--- src/sv/ccrs_pkg.sv ---
// Shared constants, control types and build-time point table for the spline evaluator.
package ccrs_pkg;

	localparam int N_POINTS_DEF        = 8;
	localparam int COORD_FRAC_BITS_DEF = 12;
	localparam int ROM_SLOTS           = 16;
	localparam int AXES                = 3;
	localparam int MILLI               = 1000;
	localparam int COEF_MARGIN         = 8;
	localparam int S_W                 = 16;
	localparam int OUT_W               = 16;
	localparam int OUT_MAX             = 32767;
	localparam int OUT_MIN             = -32768;

	localparam int COEF_A0 = 0;
	localparam int COEF_A1 = 1;
	localparam int COEF_A2 = 2;
	localparam int COEF_A3 = 3;

	localparam int ROM_MILLI [ROM_SLOTS][AXES] = '{
		'{3500, 800, 0}, '{2500, 1500, 2500}, '{0, 1800, 3500},
		'{-2500, 1200, 2500}, '{-3500, 500, 0}, '{-2500, -200, -2500},
		'{0, -500, -3500}, '{2500, 200, -2500},
		'{0, 0, 0}, '{0, 0, 0}, '{0, 0, 0}, '{0, 0, 0},
		'{0, 0, 0}, '{0, 0, 0}, '{0, 0, 0}, '{0, 0, 0}
	};

	typedef struct packed {
		logic           vld;
		logic [S_W-1:0] s;
	} ccrs_ctl_t;

	function automatic longint ccrs_coord(int idx, int axis, int frac);
		longint v;
		longint mag;
		longint r;
		v   = longint'(ROM_MILLI[idx][axis]);
		mag = (v < 0) ? -v : v;
		r   = (mag * (longint'(1) << frac) + 500) / MILLI;
		return (v < 0) ? -r : r;
	endfunction

	function automatic longint ccrs_coef(int n, int frac, int seg, int axis, int which);
		int     im;
		int     i1;
		int     i2;
		longint pm;
		longint p0;
		longint p1;
		longint p2;
		longint r;
		im = (seg == 0) ? n - 1 : seg - 1;
		i1 = (seg + 1 >= n) ? seg + 1 - n : seg + 1;
		i2 = (seg + 2 >= n) ? seg + 2 - n : seg + 2;
		pm = ccrs_coord(im, axis, frac);
		p0 = ccrs_coord(seg, axis, frac);
		p1 = ccrs_coord(i1, axis, frac);
		p2 = ccrs_coord(i2, axis, frac);
		case (which)
			COEF_A0: r = 2 * p0;
			COEF_A1: r = p1 - pm;
			COEF_A2: r = 2 * pm - 5 * p0 + 4 * p1 - p2;
			default: r = -pm + 3 * p0 - 3 * p1 + p2;
		endcase
		return r;
	endfunction

	function automatic logic [OUT_W-1:0] ccrs_sat(longint v);
		logic [OUT_W-1:0] r;
		if (v > longint'(OUT_MAX)) begin
			r = OUT_W'(OUT_MAX);
		end else if (v < longint'(OUT_MIN)) begin
			r = OUT_W'(OUT_MIN);
		end else begin
			r = OUT_W'(v);
		end
		return r;
	endfunction

endpackage

--- src/sv/ccrs_horner_step.sv ---
// One Horner step: multiply by the fraction, round, add the next coefficient.
module ccrs_horner_step import ccrs_pkg::*; #(
	parameter int CW = COORD_FRAC_BITS_DEF + COEF_MARGIN
) (
	input  logic                 clk,
	input  logic                 arst_n,
	input  ccrs_ctl_t            ctl_in,
	input  logic signed [CW-1:0] acc_in [AXES],
	input  logic signed [CW-1:0] add_in [AXES],
	input  logic signed [CW-1:0] nxt_in [AXES],
	input  logic signed [CW-1:0] far_in [AXES],
	output ccrs_ctl_t            ctl_out,
	output logic signed [CW-1:0] acc_out [AXES],
	output logic signed [CW-1:0] nxt_out [AXES],
	output logic signed [CW-1:0] far_out [AXES]
);

	localparam int PW   = CW + S_W + 1;
	localparam int HALF = 1 << (S_W - 1);

	logic                 vld_s1;
	logic [S_W-1:0]       s_s1;
	logic signed [PW-1:0] prod_s1 [AXES];
	logic signed [CW-1:0] add_s1  [AXES];
	logic signed [CW-1:0] nxt_s1  [AXES];
	logic signed [CW-1:0] far_s1  [AXES];

	logic signed [PW-1:0] rnd [AXES];

	logic                 vld_s2;
	logic [S_W-1:0]       s_s2;
	logic signed [CW-1:0] acc_s2 [AXES];
	logic signed [CW-1:0] nxt_s2 [AXES];
	logic signed [CW-1:0] far_s2 [AXES];

	always_ff @(posedge clk or negedge arst_n) begin
		if (!arst_n) begin
			vld_s1 <= 1'b0;
			vld_s2 <= 1'b0;
		end else begin
			vld_s1 <= ctl_in.vld;
			vld_s2 <= vld_s1;
		end
	end

	always_ff @(posedge clk) begin
		s_s1 <= ctl_in.s;
		for (int a = 0; a < AXES; a++) begin
			prod_s1[a] <= PW'(acc_in[a]) * PW'($signed({1'b0, ctl_in.s}));
			add_s1[a]  <= add_in[a];
			nxt_s1[a]  <= nxt_in[a];
			far_s1[a]  <= far_in[a];
		end
	end

	always_comb begin
		for (int a = 0; a < AXES; a++) begin
			rnd[a] = (prod_s1[a] + PW'(HALF)) >>> S_W;
		end
	end

	always_ff @(posedge clk) begin
		s_s2 <= s_s1;
		for (int a = 0; a < AXES; a++) begin
			acc_s2[a] <= CW'(rnd[a]) + add_s1[a];
			nxt_s2[a] <= nxt_s1[a];
			far_s2[a] <= far_s1[a];
		end
	end

	assign ctl_out.vld = vld_s2;
	assign ctl_out.s   = s_s2;
	assign acc_out     = acc_s2;
	assign nxt_out     = nxt_s2;
	assign far_out     = far_s2;

	a_step_latency: assert property (@(posedge clk) disable iff (!arst_n)
		vld_s2 |-> $past(ctl_in.vld, 2))
		else $error("step result without an entering beat");

endmodule

--- config.mk ---
export PLATFORM = sky130hd
export DESIGN_NAME = ccrs_horner_step
export DESIGN_NICKNAME = d
export VERILOG_FILES = /design/src/sv/ccrs_pkg.sv /design/src/sv/ccrs_horner_step.sv
export SDC_FILE = /design/constraint.sdc
export NUM_CORES = 2
export LEC_CHECK = 0
export BUFFER_PORTS_ARGS = -buffer_cell sky130_fd_sc_hd__buf_2
export CORE_MARGIN = 1.5
export CORE_UTILIZATION = 57
export CTS_BUF_LIST = sky130_fd_sc_hd__clkbuf_8
export DETAILED_ROUTE_END_ITERATION = 8
export GPL_ROUTABILITY_DRIVEN = 0
export HOLD_SLACK_MARGIN = 0.06
export PLACE_DENSITY = 0.8
export RECOVER_POWER = 100
export SLEW_MARGIN = 5
export SYNTH_ARGS = -nofsm -noshare
export SYNTH_HDL_FRONTEND = slang
export SYNTH_SLANG_ARGS = --single-unit
--- constraint.sdc ---
create_clock -name clk -period 3.4 [get_ports clk]
set_input_delay 0.68 -clock clk [delete_from_list [all_inputs] [get_ports clk]]
set_output_delay 0.68 -clock clk [all_outputs]
set_load 0.1 [all_outputs]
==> run summary <==
Once detail routing completed, the nets flagged for antenna violations numbered 0. In this run the number of H-tree levels came out at 3. Setup violations remaining at the end of the flow were counted as 66.

The total nets after synthesis was 6,281; the count of unresolved DRC violations after routing was 88. The number of flops mapped to enable cells by yosys came out at 0. After Yosys synthesis, and, or, nand and nor cells account for 13.0% of the synthesized area. In the synthesized netlist, mux cells make up 0.0215% of the area. In the finished design, the share of the clock period the worst path needs comes to 168%.

The worst-path maximum fanout was 5; the routed length per placed instance was 16.9 microns. For the pin with the worst max-slew slack, the measured transition is 1.27 ns. The clock reaches the later pin of the worst-skew pair after 0.73 ns. TritonCTS built the clock tree. For this configuration, the core starts out at a cell density of 57.6%. After Yosys synthesis, XOR and XNOR cells account for 3.58% of the synthesized area. The via count of the first global-routing pass was 38,700; the average cell area after synthesis was 9.78 sq um. Port buffering added 455 buffers.

For the finished layout, the period the worst path requires is 5.70 ns. The overall die height works out to 289 microns. The checks that failed: design-rule violations, negative setup slack.

The number of placed cells counting well taps was 6,562; the number of violations reported at the end of detailed-routing iteration 0 was 1,859. Global routing finished with a remaining overflow of 0. Global routing consumed, over all layers together, 28.6% of the routing resources. The critical path start-end classification is input pin to flop.

The total clock buffers created by CTS is 76. Compared with the post-synthesis result, the final layout area differs by 24.3%. The async set or reset register ratio after synthesis was 0.438%; the count of non-filler cells in the finished layout was 6,892.

For the worst setup path, the data required time is 3.98 ns. The longest clock path from root to sink contains 3 buffers. After detailed placement, the total cell area comes to 53,500 sq um. Summing the areas of all compound-gate instances in the mapped netlist gives 3.51% of the synthesized area.

The vias after detailed routing is 35,100. The finished cells cover 57,800 sq um. After floorplanning, the core was sized to cover 80,700 sq um.

In the synthesized netlist, the number of instances is 4,753. The tree is rooted in a clkbuf_8. The relative slew slack came out at 15.7%. The synthesized design contains 457 register bits. The full die area is 83,300 sq um. Clock tree synthesis found a total of 457 sinks.

Number of max-slew violations in the final report: 0. Number of antenna violations at the first check in global routing: 11. Before antenna repair, the detailed router went through 8 iterations.

The floorplan die width works out to 289 microns. Across the routed clock network, the largest skew measured is 0.0788 ns. Detailed placement ended at an HPWL of 90,600 microns. Of the total synthesized cell area, the portion taken by full adders, half adders and majority gates is 49.4%.

Global routing consumed, on the met2 layer, 50.4% of the routing resources. The netlist uses 64 different library cells. In the routed layout, each cell is associated on average with a via count of 5.09. In the synthesized netlist the dominant register cell turns out to be dfxtp_1. For the count of boundary I/O pins, the log shows 456. Clock-pin slew was measured on the worst setup and hold paths at 0.06 ns. The class of the tightest hold or removal check was input pin to flop. For the count of yosys warnings during synthesis, the log shows 0. The tool flagged a number of max-cap violations equal to 0. Summing every instance area after synthesis gives 46,500 sq um. The hold violation total from the final report came out at 0. The tools report the fraction of the yosys area taken by sequential cells as 19.7%. Largest family of logic cells by synthesized area: adder cells. Based on the critical path, the design can be clocked at up to 175 MHz.

For this block, the routed nets add up to 116,000 microns of wire. For the maximum number of pins on one net before global-route repair, the log shows 52. met2 is the most crowded layer. Setup repair after global routing could not meet its margin everywhere.

The worst setup path is launched from an input pin. The run finished, with violations left. The number of rows created at floorplan came out at 104. In the global route stage, met3 resource usage came out at 4.98%. The routing usage on met1 came out at 35.1%.

Element type at the critical path end: a flop. The minimum setup slack in the final design was -2.30 ns; the share of cells above drive strength 1 was 18.9%. The first global-routing pass estimated 189,000 microns of wire.

The arrival time at the worst endpoint was 6.29 ns; the number of nets in the final layout was 7,287.
## worst max-delay path, cell delays in order
cell,delay (ns)
buf_6,0.09
buf_6,0.12
nand2_4,0.05
fa_1,0.60
inv_2,0.05
fa_1,0.50
inv_2,0.05
fa_1,0.54
inv_2,0.05
fa_2,0.42
fa_1,0.48
inv_1,0.05
fa_1,0.51
inv_2,0.05
ha_4,0.20
and2_4,0.15
a22o_1,0.23
a31oi_4,0.24
o211ai_1,0.12
buf_4,0.18
nand3_4,0.11
a21oi_4,0.07
or4_4,0.46
and2_4,0.16
xor2_1,0.13
## synth_stat cells (2+ instances only)
master     number  area share (%)
a211oi_1       10            0.16
nand2_1       627             5.1
a311oi_1        2           0.038
a21oi_2         4           0.075
o21ai_0        31            0.33
or3_1           5           0.067
o21ai_2         3           0.057
and2_1        391             5.3
or2_2           3           0.040
nor4_1          4           0.054
nor2_1         88            0.71
inv_1        1171             9.5
o21bai_1       14            0.23
nand4_1        19            0.26
nor3_1         30            0.32
clkbuf_1      166             1.3
a21oi_1        66            0.71
nand2b_1       12            0.16
dfrtp_1         2            0.11
o211ai_1        6           0.097
ha_1          324             8.7
a2bb2oi_1       2           0.038
xor2_1         50            0.94
o41ai_2         2           0.070
dfxtp_1       455              20
and3_1         28            0.38
o21ai_1         7           0.075
a21o_1         31            0.50
xnor2_1       140             2.6
o21a_1         25            0.40
o31ai_1         3           0.048
fa_1          945              41
nor2b_1         8            0.11
a21boi_0        2           0.032
nand3_1        39            0.42
a31oi_1        10            0.13
## sequential cells by signal (all words and copies together) (netlist names), 16 cells and up
signal / cells
s_s1: 16
far_s1: 60
acc_out: 60
s_s2: 16
nxt_s1: 60
nxt_out: 60
far_out: 60
add_s1: 60
prod_s1: 63
## metrics by stage
stage / hold slack (ns) / TNS [ns] / utilization, % / setup slack, ns
5_1_grt: 0.0731 / -137.33 / 71.6 / -2.47
3_5_place_dp: 0.312 / -185.17 / 66.3 / -3.42
6_report: 0.0944 / -122.27 / 71.6 / -2.30
2_1_floorplan: 0.310 / -136.98 / - / -2.74
3_3_place_gp: 0.310 / -178.35 / 66.3 / -3.29
4_1_cts: 0.0600 / -118.62 / 71.1 / -2.22
## what timing repair did
| action | in CTS | in global routing |
|---|---|---|
| hold buffers | 124 | 0 |
| setup endpoints to repair | 65 | 77 |
| pin swaps | 79 | 115 |
| hold endpoints to repair | 125 | 0 |
| buffers inserted | 36 | 17 |
| gates resized for setup | 163 | 134 |
| cloned | 1 | 7 |
## layer usage
layer | share of wire [%] | vias to the layer above
met1 | 38 | 17700
met4 | 3.3 | 10
li1 | - | 15900
met2 | 51 | 1281
met5 | 0.059 | -
met3 | 7.5 | 306
## path summary, 6_finish.rpt
kind | endpoint | cells past startpoint | slack (ns) | start
worst max-delay path | prod_s1[0][71]$_DFF_P_ | 25 | -2.30 | acc_in[26]
worst min-delay path | add_s1[0][44]$_DFF_P_ | 1 | 0.09 | add_in[4]
worst max register to register | acc_out[59]$_DFF_P_ | 13 | -0.11 | prod_s1[0][15]$_DFF_P_
worst min register to register | nxt_out[33]$_DFF_P_ | 0 | 0.30 | nxt_s1[0][33]$_DFF_P_
max in group asynchronous | vld_s1$_DFF_PN0_ | 2 | 2.96 | arst_n
min in group asynchronous | vld_s2$_DFF_PN0_ | 2 | 0.31 | arst_n
## cell families after synthesis
family,Yosys count
compound gates,237
xor+xnor,190
fa+ha+maj,1269
buf+inv,1338
flops,457
mux,1
simple gates,1261
## cells in the final DEF (no fill, tap or decap), types with 27 or more instances in the layout
master	n
a21o_1	30
ha_1	297
buf_4	449
nand2_1	603
inv_1	1169
nand3_1	37
clkbuf_8	96
nor2_1	75
and3_1	27
buf_6	34
a21oi_1	45
fa_1	922
and2_4	35
buf_12	29
xor2_1	48
buf_2	217
clkbuf_1	217
dlygate4sd3_1	124
dfxtp_1	454
and2_1	354
xnor2_1	137
inv_2	27
## area by class of cell
type                            instances  area (sq um)
Antenna cell                           11          27.5
Clock buffer                           96          1320
Clock inverter                         44           405
Fill cell                            5595         22900
Inverter                             1171          4400
Multi-Input combinational cell       2958         33200
Sequential cell                       457          9160
Tap cell                             1060          1330
Timing Repair Buffer                 1095          7940
Power is left out: the tool's default activity adds up to more than one toggle a clock period on the data nets, which glitch-free logic cannot reach.
