`src/sv/ccrs_pkg.sv`:
```
// Shared constants, control types and build-time point table for the spline evaluator.
package ccrs_pkg;

	localparam int N_POINTS_DEF        = 8;
	localparam int COORD_FRAC_BITS_DEF = 12;
	localparam int ROM_SLOTS           = 16;
	localparam int AXES                = 3;
	localparam int MILLI               = 1000;
	localparam int COEF_MARGIN         = 8;
	localparam int S_W                 = 16;
	localparam int OUT_W               = 16;
	localparam int OUT_MAX             = 32767;
	localparam int OUT_MIN             = -32768;

	localparam int COEF_A0 = 0;
	localparam int COEF_A1 = 1;
	localparam int COEF_A2 = 2;
	localparam int COEF_A3 = 3;

	localparam int ROM_MILLI [ROM_SLOTS][AXES] = '{
		'{3500, 800, 0}, '{2500, 1500, 2500}, '{0, 1800, 3500},
		'{-2500, 1200, 2500}, '{-3500, 500, 0}, '{-2500, -200, -2500},
		'{0, -500, -3500}, '{2500, 200, -2500},
		'{0, 0, 0}, '{0, 0, 0}, '{0, 0, 0}, '{0, 0, 0},
		'{0, 0, 0}, '{0, 0, 0}, '{0, 0, 0}, '{0, 0, 0}
	};

	typedef struct packed {
		logic           vld;
		logic [S_W-1:0] s;
	} ccrs_ctl_t;

	function automatic longint ccrs_coord(int idx, int axis, int frac);
		longint v;
		longint mag;
		longint r;
		v   = longint'(ROM_MILLI[idx][axis]);
		mag = (v < 0) ? -v : v;
		r   = (mag * (longint'(1) << frac) + 500) / MILLI;
		return (v < 0) ? -r : r;
	endfunction

	function automatic longint ccrs_coef(int n, int frac, int seg, int axis, int which);
		int     im;
		int     i1;
		int     i2;
		longint pm;
		longint p0;
		longint p1;
		longint p2;
		longint r;
		im = (seg == 0) ? n - 1 : seg - 1;
		i1 = (seg + 1 >= n) ? seg + 1 - n : seg + 1;
		i2 = (seg + 2 >= n) ? seg + 2 - n : seg + 2;
		pm = ccrs_coord(im, axis, frac);
		p0 = ccrs_coord(seg, axis, frac);
		p1 = ccrs_coord(i1, axis, frac);
		p2 = ccrs_coord(i2, axis, frac);
		case (which)
			COEF_A0: r = 2 * p0;
			COEF_A1: r = p1 - pm;
			COEF_A2: r = 2 * pm - 5 * p0 + 4 * p1 - p2;
			default: r = -pm + 3 * p0 - 3 * p1 + p2;
		endcase
		return r;
	endfunction

	function automatic logic [OUT_W-1:0] ccrs_sat(longint v);
		logic [OUT_W-1:0] r;
		if (v > longint'(OUT_MAX)) begin
			r = OUT_W'(OUT_MAX);
		end else if (v < longint'(OUT_MIN)) begin
			r = OUT_W'(OUT_MIN);
		end else begin
			r = OUT_W'(v);
		end
		return r;
	endfunction

endpackage

```
`src/sv/ccrs_coef_lut.sv`:
```
// Segment split of the phase and per-segment polynomial coefficient lookup.
module ccrs_coef_lut import ccrs_pkg::*; #(
	parameter int N_POINTS        = N_POINTS_DEF,
	parameter int COORD_FRAC_BITS = COORD_FRAC_BITS_DEF,
	parameter int CW              = COORD_FRAC_BITS + COEF_MARGIN
) (
	input  logic                 clk,
	input  logic                 arst_n,
	input  logic                 vld_in,
	input  logic [S_W-1:0]       t_in,
	output ccrs_ctl_t            ctl_out,
	output logic signed [CW-1:0] a0_out [AXES],
	output logic signed [CW-1:0] a1_out [AXES],
	output logic signed [CW-1:0] a2_out [AXES],
	output logic signed [CW-1:0] a3_out [AXES]
);

	localparam int IW = $clog2(N_POINTS);
	localparam int SW = S_W + IW;

	logic signed [CW-1:0] a0_tbl [N_POINTS][AXES];
	logic signed [CW-1:0] a1_tbl [N_POINTS][AXES];
	logic signed [CW-1:0] a2_tbl [N_POINTS][AXES];
	logic signed [CW-1:0] a3_tbl [N_POINTS][AXES];

	logic [SW-1:0] seg;
	logic [IW-1:0] idx;

	logic                 vld_s1;
	logic [S_W-1:0]       s_s1;
	logic signed [CW-1:0] a0_s1 [AXES];
	logic signed [CW-1:0] a1_s1 [AXES];
	logic signed [CW-1:0] a2_s1 [AXES];
	logic signed [CW-1:0] a3_s1 [AXES];

	for (genvar g = 0; g < N_POINTS; g++) begin : g_seg
		for (genvar a = 0; a < AXES; a++) begin : g_axis
			assign a0_tbl[g][a] = CW'(ccrs_coef(N_POINTS, COORD_FRAC_BITS, g, a, COEF_A0));
			assign a1_tbl[g][a] = CW'(ccrs_coef(N_POINTS, COORD_FRAC_BITS, g, a, COEF_A1));
			assign a2_tbl[g][a] = CW'(ccrs_coef(N_POINTS, COORD_FRAC_BITS, g, a, COEF_A2));
			assign a3_tbl[g][a] = CW'(ccrs_coef(N_POINTS, COORD_FRAC_BITS, g, a, COEF_A3));
		end
	end

	assign seg = SW'(t_in) * SW'(N_POINTS);
	assign idx = seg[S_W +: IW];

	always_ff @(posedge clk or negedge arst_n) begin
		if (!arst_n) begin
			vld_s1 <= 1'b0;
		end else begin
			vld_s1 <= vld_in;
		end
	end

	always_ff @(posedge clk) begin
		s_s1 <= seg[S_W-1:0];
		for (int a = 0; a < AXES; a++) begin
			a0_s1[a] <= a0_tbl[idx][a];
			a1_s1[a] <= a1_tbl[idx][a];
			a2_s1[a] <= a2_tbl[idx][a];
			a3_s1[a] <= a3_tbl[idx][a];
		end
	end

	assign ctl_out.vld = vld_s1;
	assign ctl_out.s   = s_s1;
	assign a0_out      = a0_s1;
	assign a1_out      = a1_s1;
	assign a2_out      = a2_s1;
	assign a3_out      = a3_s1;

endmodule

```
`config.mk`:
```
export PLATFORM = sky130hd
export DESIGN_NAME = ccrs_coef_lut
export DESIGN_NICKNAME = d
export VERILOG_FILES = /design/src/sv/ccrs_pkg.sv /design/src/sv/ccrs_coef_lut.sv
export SDC_FILE = /design/constraint.sdc
export NUM_CORES = 1
export LEC_CHECK = 0
export BUFFER_PORTS_ARGS = -buffer_cell sky130_fd_sc_hd__buf_4
export CAP_MARGIN = 30
export CORE_AREA = 2 2 108 110
export CTS_BUF_LIST = sky130_fd_sc_hd__clkbuf_4
export DETAILED_ROUTE_END_ITERATION = 8
export DIE_AREA = 0 0 110 112
export PLACE_DENSITY = 0.69
export SLEW_MARGIN = 20
export SYNTH_ARGS = -nofsm -noshare
export SYNTH_HDL_FRONTEND = slang
export SYNTH_SLANG_ARGS = --single-unit
```
`constraint.sdc`:
```
create_clock -name clk -period 0.8 [get_ports clk]
set_input_delay 0 -clock clk [delete_from_list [all_inputs] [get_ports clk]]
set_output_delay 0 -clock clk [all_outputs]
set_load 0.01 [all_outputs]
```
==> results of run 1 <==
==> worst max-delay path by stage <==
stage | slack [ns] | cells past startpoint | start | end
floorplan | 0.0009 | 4 | t_in[13] | a3_out[30]$_DFF_P_
global placement | -0.12 | 5 | t_in[13] | a3_out[30]$_DFF_P_
detailed placement | -0.15 | 5 | t_in[13] | a3_out[30]$_DFF_P_
CTS | -0.18 | 1 | a1_out[39]$_DFF_P_ | a1_out[37]
global route | -0.24 | 1 | a1_out[39]$_DFF_P_ | a1_out[34]
finish | -0.18 | 5 | t_in[15] | a2_out[58]$_DFF_P_
==> metrics by stage <==
step / hold WS (ns) / cell area (um^2)
floorplan: -0.296 / 3680
global placement: -0.225 / 3870
detailed placement: -0.222 / 3870
CTS: -0.0120 / 4950
global route: -0.00106 / 5070
finish: -0.0132 / 5070
==> state kept, by name, summed over array words and instances, names as in the netlist <==
signal	cells
a0_out	13
a3_out	12
a2_out	17
a1_out	13
vld_s1	1
s_s1	13
==> tightest hold or removal path, stage by stage <==
cell	delay [ns]
buf_6	0.14
nand2b_1	0.17
nand2_1	0.06
==> cell usage in the layout, fill, tap and decap left out, types with 9 or more instances in the layout <==
cell           instances
nand2b_1               9
dfxtp_4               17
dfxtp_2               49
conb_1                96
dlygate4sd3_1         37
nand2_1               18
o21ai_1                9
buf_6                145
buf_4                 47
clkbuf_4               9
==> power groups by stage <==
| stage | logic, mW | clock network (mW) | registers, mW |
|---|---|---|---|
| floorplan | 1.40 | 0 | 4.02 |
| global placement | 1.80 | 0 | 3.93 |
| detailed placement | 1.81 | 0 | 3.94 |
| CTS | 2.23 | 2.31 | 3.98 |
| global route | 2.46 | 2.48 | 4.01 |
| finish | 2.29 | 2.23 | 3.98 |
==> final cells by class <==
type	count	share of cell area [%]
inverters	10	0.740
well taps	143	3.53
clock buffers	9	1.33
flip-flops and latches	69	29.8
repair buffers	232	47.4
multi-input cells	166	15.9
clock inverters	7	1.31
==> cell usage after synthesis, drive strengths merged <==
| cell | count | area share, % |
|---|---|---|
| ha | 8 | 3.0 |
| dfrtp | 1 | 0.75 |
| nand2 | 19 | 2.2 |
| buf | 192 | 44 |
| and2 | 5 | 0.94 |
| nor2b | 3 | 0.79 |
| a21oi | 5 | 0.75 |
| or2 | 2 | 0.45 |
| inv | 10 | 1.1 |
| nand2b | 9 | 1.7 |
| nor2 | 5 | 0.64 |
| o21ai | 10 | 1.5 |
| a21boi | 2 | 0.45 |
| dfxtp | 68 | 41 |
| mux2i | 2 | 0.60 |
| conb | 2 | 0.23 |
==> routing by layer <==
| metal | up-vias | GRT usage, % | wire (um) |
|---|---|---|---|
| met4 | 0 | 5.57 | 218 |
| met2 | 172 | 21.6 | 4250 |
| li1 | 1055 | - | - |
| met5 | - | 0 | 0 |
| met1 | 1016 | 10.4 | 2340 |
| met3 | 14 | 4.04 | 904 |
==> cells by family (layout without fill, tap and decap cells) <==
kind of cell / after synthesis / count (layout)
AO/OA/AOI/OAI: 17 / 17
buffers and inverters: 202 / 258
other: 2 / 96
flip-flops: 69 / 69
adder cells (fa/ha/maj): 8 / 8
AND/OR/NAND/NOR: 43 / 43
multiplexers: 2 / 2
==> repair_timing <==
item / in CTS / in global routing
gates resized for setup: 208 / 22
endpoints found under the hold margin: 35 / 10
hold buffers: 33 / 6
setup endpoints to repair: 161 / 177
==> results.sh, run 1 <==
export IMPL_antenna_found_initial=0
export IMPL_yosysWarnings=0
export IMPL_synth_fa_ha_area_share_pct=3.02
export IMPL_synthCells=343
export IMPL_slowest_stage="dlygate4sd3_1"
export IMPL_vias_per_cell=3.55
export IMPL_final_max_slew_viol_count=0
export IMPL_dpl_hpwl_um=5260
export IMPL_worst_path_buf_inv=3
export IMPL_grt_max_degree=23
export IMPL_status="complete, but fails checks"
export IMPL_dr_pass1_iters=4
export IMPL_power_frac_clock_pct=26.3
export IMPL_vias=2257
export IMPL_synth_simple_area_share_pct=6.76
export IMPL_io_pins=276
export IMPL_setup_viol=183
export IMPL_cts_tree="done"
export IMPL_power_density_nw_per_um2=1680
export IMPL_crit_family="buffers and inverters"
export IMPL_grt_overflow_total=0
export IMPL_die_h_um=112
export IMPL_ant_nets=0
export IMPL_startpoint_type="input pin"
export IMPL_rows=39
export IMPL_violations="hold timing, setup timing"
export IMPL_seqCellArea_um2=1510
export IMPL_power_frac_comb_pct=26.9
export IMPL_synth_xor_area_share_pct=0
export IMPL_holdPathStages=3
export IMPL_drtIter0Drc=40
export IMPL_syn_area_um2=3310
export IMPL_cap_violations=0
export IMPL_core_um2=11200
export IMPL_p_seq_share_pct=46.8
export IMPL_clockRootBuffer="clkbuf_4"
export IMPL_hold_class="in -> reg"
export IMPL_crit_type="in -> reg"
export IMPL_cellLeakagePower_nw=2.54
export IMPL_grt_first_pass_wirelength_um=10500
export IMPL_setup_ws_ns=-0.176
export IMPL_dp_cells=581
export IMPL_wl_per_cell_um=12.1
export IMPL_worst_ep_arrival_time_ns=1.25
export IMPL_die_w_um=110
export IMPL_utilization_pct=45.4
export IMPL_diodes=0
export IMPL_cp_max_fo=14
export IMPL_min_to="a3_out[52]$_DFF_P_"
export IMPL_cts_setup_buffers=0
export IMPL_path_cells="buf_6, dlygate4sd3_1, buf_4, nor2b_1, a21oi_1"
export IMPL_grt_util_all_layers_pct=11.4
export IMPL_routed_wirelength_um=7720
export IMPL_start_util_pct=29.7
export IMPL_htreeDepth=3
export IMPL_n_fill_cell=1009
export IMPL_power_total_mw=8.49
export IMPL_syn_to_final_growth_pct=53.0
export IMPL_clock_sinks=69
export IMPL_hold_start="t_in[15]"
export IMPL_ys_types=23
export IMPL_syn_avg_cell_area_um2=9.66
export IMPL_grt_setup_unrepaired="yes"
export IMPL_synth_seq_cells=69
export IMPL_synth_compound_gate_area_share_pct=2.72
export IMPL_multi_input_area_um2=807
export IMPL_ys_seq_area_share_pct=41.8
export IMPL_grt_pass1_vias=2026
export IMPL_layout_nets=515
export IMPL_hold_viol=2
export IMPL_fin_cells=636
export IMPL_clk_pin_slew_ns=0.15
export IMPL_place_ws_ns=-0.150
export IMPL_peakVddDrop_v=0.000846
export IMPL_gp_congestion=0.663
export IMPL_final_layout_size_suffix_gt1_share_pct=57.4
export IMPL_power_switching_mw=2.52
export IMPL_tns_ns=-16.80
export IMPL_cts_buffer_depth=2
export IMPL_synthMuxAreaShare_pct=0.604
export IMPL_io_buffer_count=179
export IMPL_min_period_ns=0.976
export IMPL_fmax_mhz=1020
export IMPL_cp_slowest_stage_delay_ns=0.70
export IMPL_p_sw_share_pct=29.7
export IMPL_p_int_mw=5.97
export IMPL_final_period_utilization_pct=122
export IMPL_drcViolationCount=0
export IMPL_worstPathRequired_ns=1.08
export IMPL_critPathCaptureType="flip-flop"
export IMPL_synth_top_family_by_area="buffers and inverters"
export IMPL_die_area_um2=12300
export IMPL_numCtsBuffers=9
export IMPL_hold_slack_ns=-0.0132
No activity file was read; power rests on OpenSTA's default activity.
==> run 2, diff against run 1 <==
--- a/config.mk
+++ b/config.mk
@@ -13,4 +13,6 @@
 export DIE_AREA = 0 0 110 112
 export PLACE_DENSITY = 0.69
+export REMOVE_ABC_BUFFERS = 1
+export SKIP_LAST_GASP = 1
 export SLEW_MARGIN = 20
 export SYNTH_ARGS = -nofsm -noshare
==> constraint.sdc (replaced) <==
create_clock -name clk -period 0.8 [get_ports clk]
set_input_delay 0 -clock clk [delete_from_list [all_inputs] [get_ports clk]]
set_output_delay 0 -clock clk [all_outputs]
set_load 0.005 [all_outputs]
==> run 2 against run 1 <==
Compared with the run above:
- critical path depth is 4 lower
- via count is 1.3% higher
- the run ends with setup timing left
- cell count is 0.31% lower
- sequential power hardly changed
- die area stayed put
- hold slack better by 0.031 ns
- highest routed layer unchanged
- core utilization is 0.47 points lower
- design area is 1.0% lower
- sequential share of layout area is 0.26 points higher
- combinational power is 16% lower
- power is 0.73% lower
==> results.sh, run 2 (synthesis results as in run 1) <==
export IMPL_status="complete, but fails checks"
export IMPL_violations="setup timing"
export IMPL_htreeDepth=3
export IMPL_min_period_ns=0.949
export IMPL_hold_start="t_in[14]"
export IMPL_final_max_slew_viol_count=0
export IMPL_io_pins=276
export IMPL_cts_setup_buffers=0
export IMPL_setup_ws_ns=-0.149
export IMPL_clk_pin_slew_ns=0.11
export IMPL_p_seq_share_pct=47.1
export IMPL_power_frac_clock_pct=30.0
export IMPL_layout_nets=513
export IMPL_io_buffer_count=179
export IMPL_grt_overflow_total=0
export IMPL_wl_per_cell_um=12.3
export IMPL_dr_pass1_iters=4
export IMPL_diodes=0
export IMPL_drtIter0Drc=60
export IMPL_dpl_hpwl_um=5630
export IMPL_grt_util_all_layers_pct=11.9
export IMPL_ant_nets=0
export IMPL_cts_tree="done"
export IMPL_cts_buffer_depth=2
export IMPL_fmax_mhz=1050
export IMPL_cellLeakagePower_nw=2.54
export IMPL_grt_setup_unrepaired="yes"
export IMPL_hold_viol=0
export IMPL_fin_cells=634
export IMPL_worst_path_buf_inv=1
export IMPL_peakVddDrop_v=0.00108
export IMPL_rows=39
export IMPL_grt_pass1_vias=2016
export IMPL_final_layout_size_suffix_gt1_share_pct=57.6
export IMPL_multi_input_area_um2=800
export IMPL_power_switching_mw=2.14
export IMPL_worstPathRequired_ns=0.80
export IMPL_final_period_utilization_pct=119
export IMPL_grt_first_pass_wirelength_um=10800
export IMPL_vias=2286
export IMPL_seqCellArea_um2=1510
export IMPL_dp_cells=587
export IMPL_p_sw_share_pct=25.4
export IMPL_layout_commonest_cell="buf_6"
export IMPL_vias_per_cell=3.61
export IMPL_die_h_um=112
export IMPL_startpoint_type="flip-flop"
export IMPL_n_fill_cell=985
export IMPL_place_ws_ns=-0.189
export IMPL_min_to="a0_out[30]$_DFF_P_"
export IMPL_power_frac_comb_pct=23.0
export IMPL_cp_max_fo=7
export IMPL_setup_viol=167
export IMPL_power_density_nw_per_um2=1680
export IMPL_worst_ep_arrival_time_ns=0.95
export IMPL_power_total_mw=8.43
export IMPL_crit_family="flip-flops"
export IMPL_clock_sinks=69
export IMPL_clockRootBuffer="clkbuf_4"
export IMPL_p_int_mw=6.29
export IMPL_critPathCaptureType="output port"
export IMPL_core_um2=11200
export IMPL_critical_path_cell_count=1
export IMPL_start_util_pct=29.7
export IMPL_syn_to_final_growth_pct=51.4
export IMPL_grt_max_degree=13
export IMPL_routed_wirelength_um=7820
export IMPL_die_area_um2=12300
export IMPL_hold_class="in -> reg"
export IMPL_holdPathStages=3
export IMPL_largest_register_ffs=17
export IMPL_numCtsBuffers=9
export IMPL_crit_type="reg -> out"
export IMPL_drcViolationCount=0
export IMPL_die_w_um=110
export IMPL_path_cells="buf_6"
export IMPL_gp_congestion=0.728
export IMPL_antenna_found_initial=0
export IMPL_cap_violations=0
export IMPL_final_cell_mix="136 x buf_6, 96 x conb_1, 62 x buf_4"
export IMPL_cp_slowest_stage_delay_ns=0.43
export IMPL_slowest_stage="dfxtp_4"
[run 2: cell count changes in the layout (fill, tap and decap cells not counted), moves of 2 or more]
cell,delta
buf_4,+15
buf_6,-9
dfxtp_1,+6
dfxtp_2,-8
dfxtp_4,+2
dlygate4sd3_1,-7
[run 2: worst min-delay path, stage by stage]
cell and delay [ns]:
buf_4 0.11, ha_1 0.16, buf_4 0.13
[run 2: worst max-delay path by stage]
stage                             startpoint                  to  slack [ns]
after global placement              t_in[13]  a3_out[30]$_DFF_P_       -0.18
after floorplan                     t_in[13]  a3_out[30]$_DFF_P_       -0.05
after CTS                 a1_out[39]$_DFF_P_          a1_out[39]       -0.18
final                     a3_out[39]$_DFF_P_          a3_out[33]       -0.15
after detailed placement            t_in[13]  a2_out[31]$_DFF_P_       -0.19
after global routing      a0_out[58]$_DFF_P_          a1_out[19]       -0.24
[run 2: stage by stage]
stage / TNS, ns / hold WS (ns) / util, % / area [um^2]
2_1_floorplan: -0.0477 / -0.296 / - / 2220
3_3_place_gp: -2.14 / -0.221 / 34.9 / 3900
3_5_place_dp: -2.49 / -0.223 / 34.9 / 3900
4_1_cts: -20.69 / -0.00519 / 43.9 / 4910
5_1_grt: -27.78 / -0.00844 / 44.9 / 5020
6_report: -15.07 / 0.0181 / 44.9 / 5020
[run 2: per-layer routing]
| metal | global-route usage (%) | share of wire (%) |
|---|---|---|
| met1 | 10.5 | 30 |
| met2 | 23.7 | 56 |
| met3 | 4.92 | 12 |
| met4 | 3.63 | 1.7 |
| met5 | 0 | 0 |
[run 2: cell type report]
type                    count  share of cell area, %
clock buffers              10                   1.50
repair buffers            230                   46.4
inverters                  10                  0.748
multi-input cells         166                   15.9
clock inverters             6                   1.75
well taps                 143                   3.57
flip-flops and latches     69                   30.1
[run 2: power by group through the flow]
stage	Clock, mW	Combinational, mW	Sequential [mW]
6_report	2.53	1.93	3.97
5_1_grt	2.79	2.10	4.01
4_1_cts	2.60	1.88	3.96
3_5_place_dp	0	1.50	3.94
3_3_place_gp	0	1.49	3.94
2_1_floorplan	0	0.274	3.99
[run 2: timing repair]
action	4_1_cts	5_1_grt
hold buffers	30	3
gates resized for setup	180	37
endpoints found under the setup margin	161	175
gates cloned	0	0
endpoints found under the hold margin	33	6
==> run 3, diff against run 2 <==
Settings changed: PLACE_DENSITY 0.69 to 0.67, SETUP_SLACK_MARGIN set to 0.4.
==> run 3 against run 2 <==
Compared with the run above:
- the flow finishes with violations (hold timing, setup timing)
- core utilization decreased by 1.1 points
- design area decreased by 2.5%
- sequential cell count unchanged
- clock-buffer cell count increased by 1
- sequential power about the same
- critical endpoint unchanged
- largest power group unchanged
==> results.sh, run 3 (synthesis results as in run 1) <==
export IMPL_status="complete, but fails checks"
export IMPL_violations="hold timing, setup timing"
export IMPL_grt_first_pass_wirelength_um=10400
export IMPL_numCtsBuffers=9
export IMPL_wl_per_cell_um=12.4
export IMPL_power_density_nw_per_um2=1650
export IMPL_startpoint_type="flip-flop"
export IMPL_clk_pin_slew_ns=0.11
export IMPL_die_area_um2=12300
export IMPL_vias_per_cell=3.61
export IMPL_worstPathRequired_ns=0.80
export IMPL_grt_max_degree=19
export IMPL_rows=39
export IMPL_fin_cells=618
export IMPL_final_area_um2=4890
export IMPL_gp_congestion=0.693
export IMPL_holdPathStages=3
export IMPL_drcViolationCount=0
export IMPL_die_h_um=112
export IMPL_cts_hold_buf=15
export IMPL_io_buffer_count=179
export IMPL_cellLeakagePower_nw=2.46
export IMPL_final_max_slew_viol_count=0
export IMPL_worst_ep_arrival_time_ns=0.97
export IMPL_setup_viol=161
export IMPL_grt_util_all_layers_pct=11.4
export IMPL_hold_slack_ns=-0.130
export IMPL_min_period_ns=0.970
export IMPL_hold_viol=23
export IMPL_cp_slowest_stage_delay_ns=0.42
export IMPL_critPathCaptureType="output port"
export IMPL_grt_setup_unrepaired="yes"
export IMPL_grt_overflow_total=0
export IMPL_cap_violations=0
export IMPL_multi_input_area_um2=847
export IMPL_placed_cell_area_um2=3900
export IMPL_layout_commonest_cell="buf_6"
export IMPL_n_fill_cell=995
export IMPL_ant_nets=0
export IMPL_io_pins=276
export IMPL_critical_path_cell_count=1
export IMPL_antenna_found_initial=0
export IMPL_grt_pass1_vias=1950
export IMPL_core_um2=11200
export IMPL_final_cell_mix="137 x buf_6, 96 x conb_1, 59 x buf_4"
export IMPL_dpl_hpwl_um=5490
export IMPL_seqCellArea_um2=1500
export IMPL_dr_pass1_iters=4
export IMPL_layout_nets=497
export IMPL_peakVddDrop_v=0.000873
export IMPL_drtIter0Drc=37
export IMPL_setup_ws_ns=-0.170
export IMPL_final_period_utilization_pct=121
export IMPL_cts_buffer_depth=2
export IMPL_htreeDepth=3
export IMPL_crit_type="reg -> out"
export IMPL_dp_cells=586
export IMPL_die_w_um=110
export IMPL_syn_to_final_growth_pct=47.5
export IMPL_clock_sinks=69
export IMPL_start_util_pct=29.7
export IMPL_worst_path_buf_inv=1
export IMPL_diodes=0
export IMPL_fmax_mhz=1030
export IMPL_path_cells="buf_4"
export IMPL_cp_max_fo=7
export IMPL_slowest_stage="dfxtp_4"
export IMPL_hold_class="in -> reg"
export IMPL_utilization_pct=43.8
export IMPL_cts_tree="done"
export IMPL_vias=2234
export IMPL_routed_wirelength_um=7670
export IMPL_largest_register_ffs=17
export IMPL_final_layout_size_suffix_gt1_share_pct=60.6
export IMPL_crit_family="flip-flops"
export IMPL_clockRootBuffer="clkbuf_4"
[run 3: cell types whose count changed in the layout (fill, tap and decap cells not counted), sizes merged]
cell	before	now
clkinv	4	3
clkbuf	10	11
bufinv	2	1
dlygate4sd3	30	15
clkinvlp	0	1
dlymetal6s4s	1	0
[run 3: metrics by stage]
step	total power [mW]	hold slack, ns	TNS (ns)	setup slack (ns)
2_1_floorplan	4.27	-0.296	-0.0477	-0.0477
3_3_place_gp	5.42	-0.214	-1.98	-0.180
3_5_place_dp	5.43	-0.217	-2.14	-0.179
4_1_cts	8.04	-0.153	-20.36	-0.176
5_1_grt	8.48	-0.140	-25.48	-0.221
6_report	8.05	-0.130	-17.82	-0.170
[run 3: final cells by class]
class	count	area share, %
Sequential cell	69	30.7
Inverter	10	0.921
Timing Repair Buffer	214	44.7
Tap cell	143	3.66
Multi-Input combinational cell	166	17.3
Clock inverter	5	1.05
Clock buffer	11	1.69
[run 3: layer usage]
layer / routed length (um) / vias up / track usage [%]
li1: - / 1017 / -
met1: 2240 / 1013 / 9.48
met2: 4280 / 184 / 22.6
met3: 918 / 20 / 3.34
met4: 233 / 0 / 6.92
met5: 0 / - / 0
[run 3: timing repair]
item | in CTS | in global routing
pin swaps | 3 | 3
resized for setup | 195 | 33
endpoints found under the setup margin | 179 | 167
endpoints found under the hold margin | 39 | 26
buffers inserted | 1 | 0
[run 3: worst min-delay path, cell delays in order]
cell     delay, ns
buf_8         0.08
buf_6         0.11
o21ai_1       0.07
[run 3: final timing paths]
| path | start | to |
|---|---|---|
| worst max-delay path | a3_out[39]$_DFF_P_ | a3_out[33] |
| max in group asynchronous | arst_n | vld_s1$_DFF_PN0_ |
| worst min-delay path | t_in[14] | a3_out[39]$_DFF_P_ |
| min in group asynchronous | arst_n | vld_s1$_DFF_PN0_ |
[run 3: where the power goes]
| part | switching, mW | total, mW | internal [mW] |
|---|---|---|---|
| Combinational | 0.658 | 1.91 | 1.25 |
| Clock | 1.17 | 2.18 | 1.00 |
| Sequential | 0.256 | 3.96 | 3.71 |
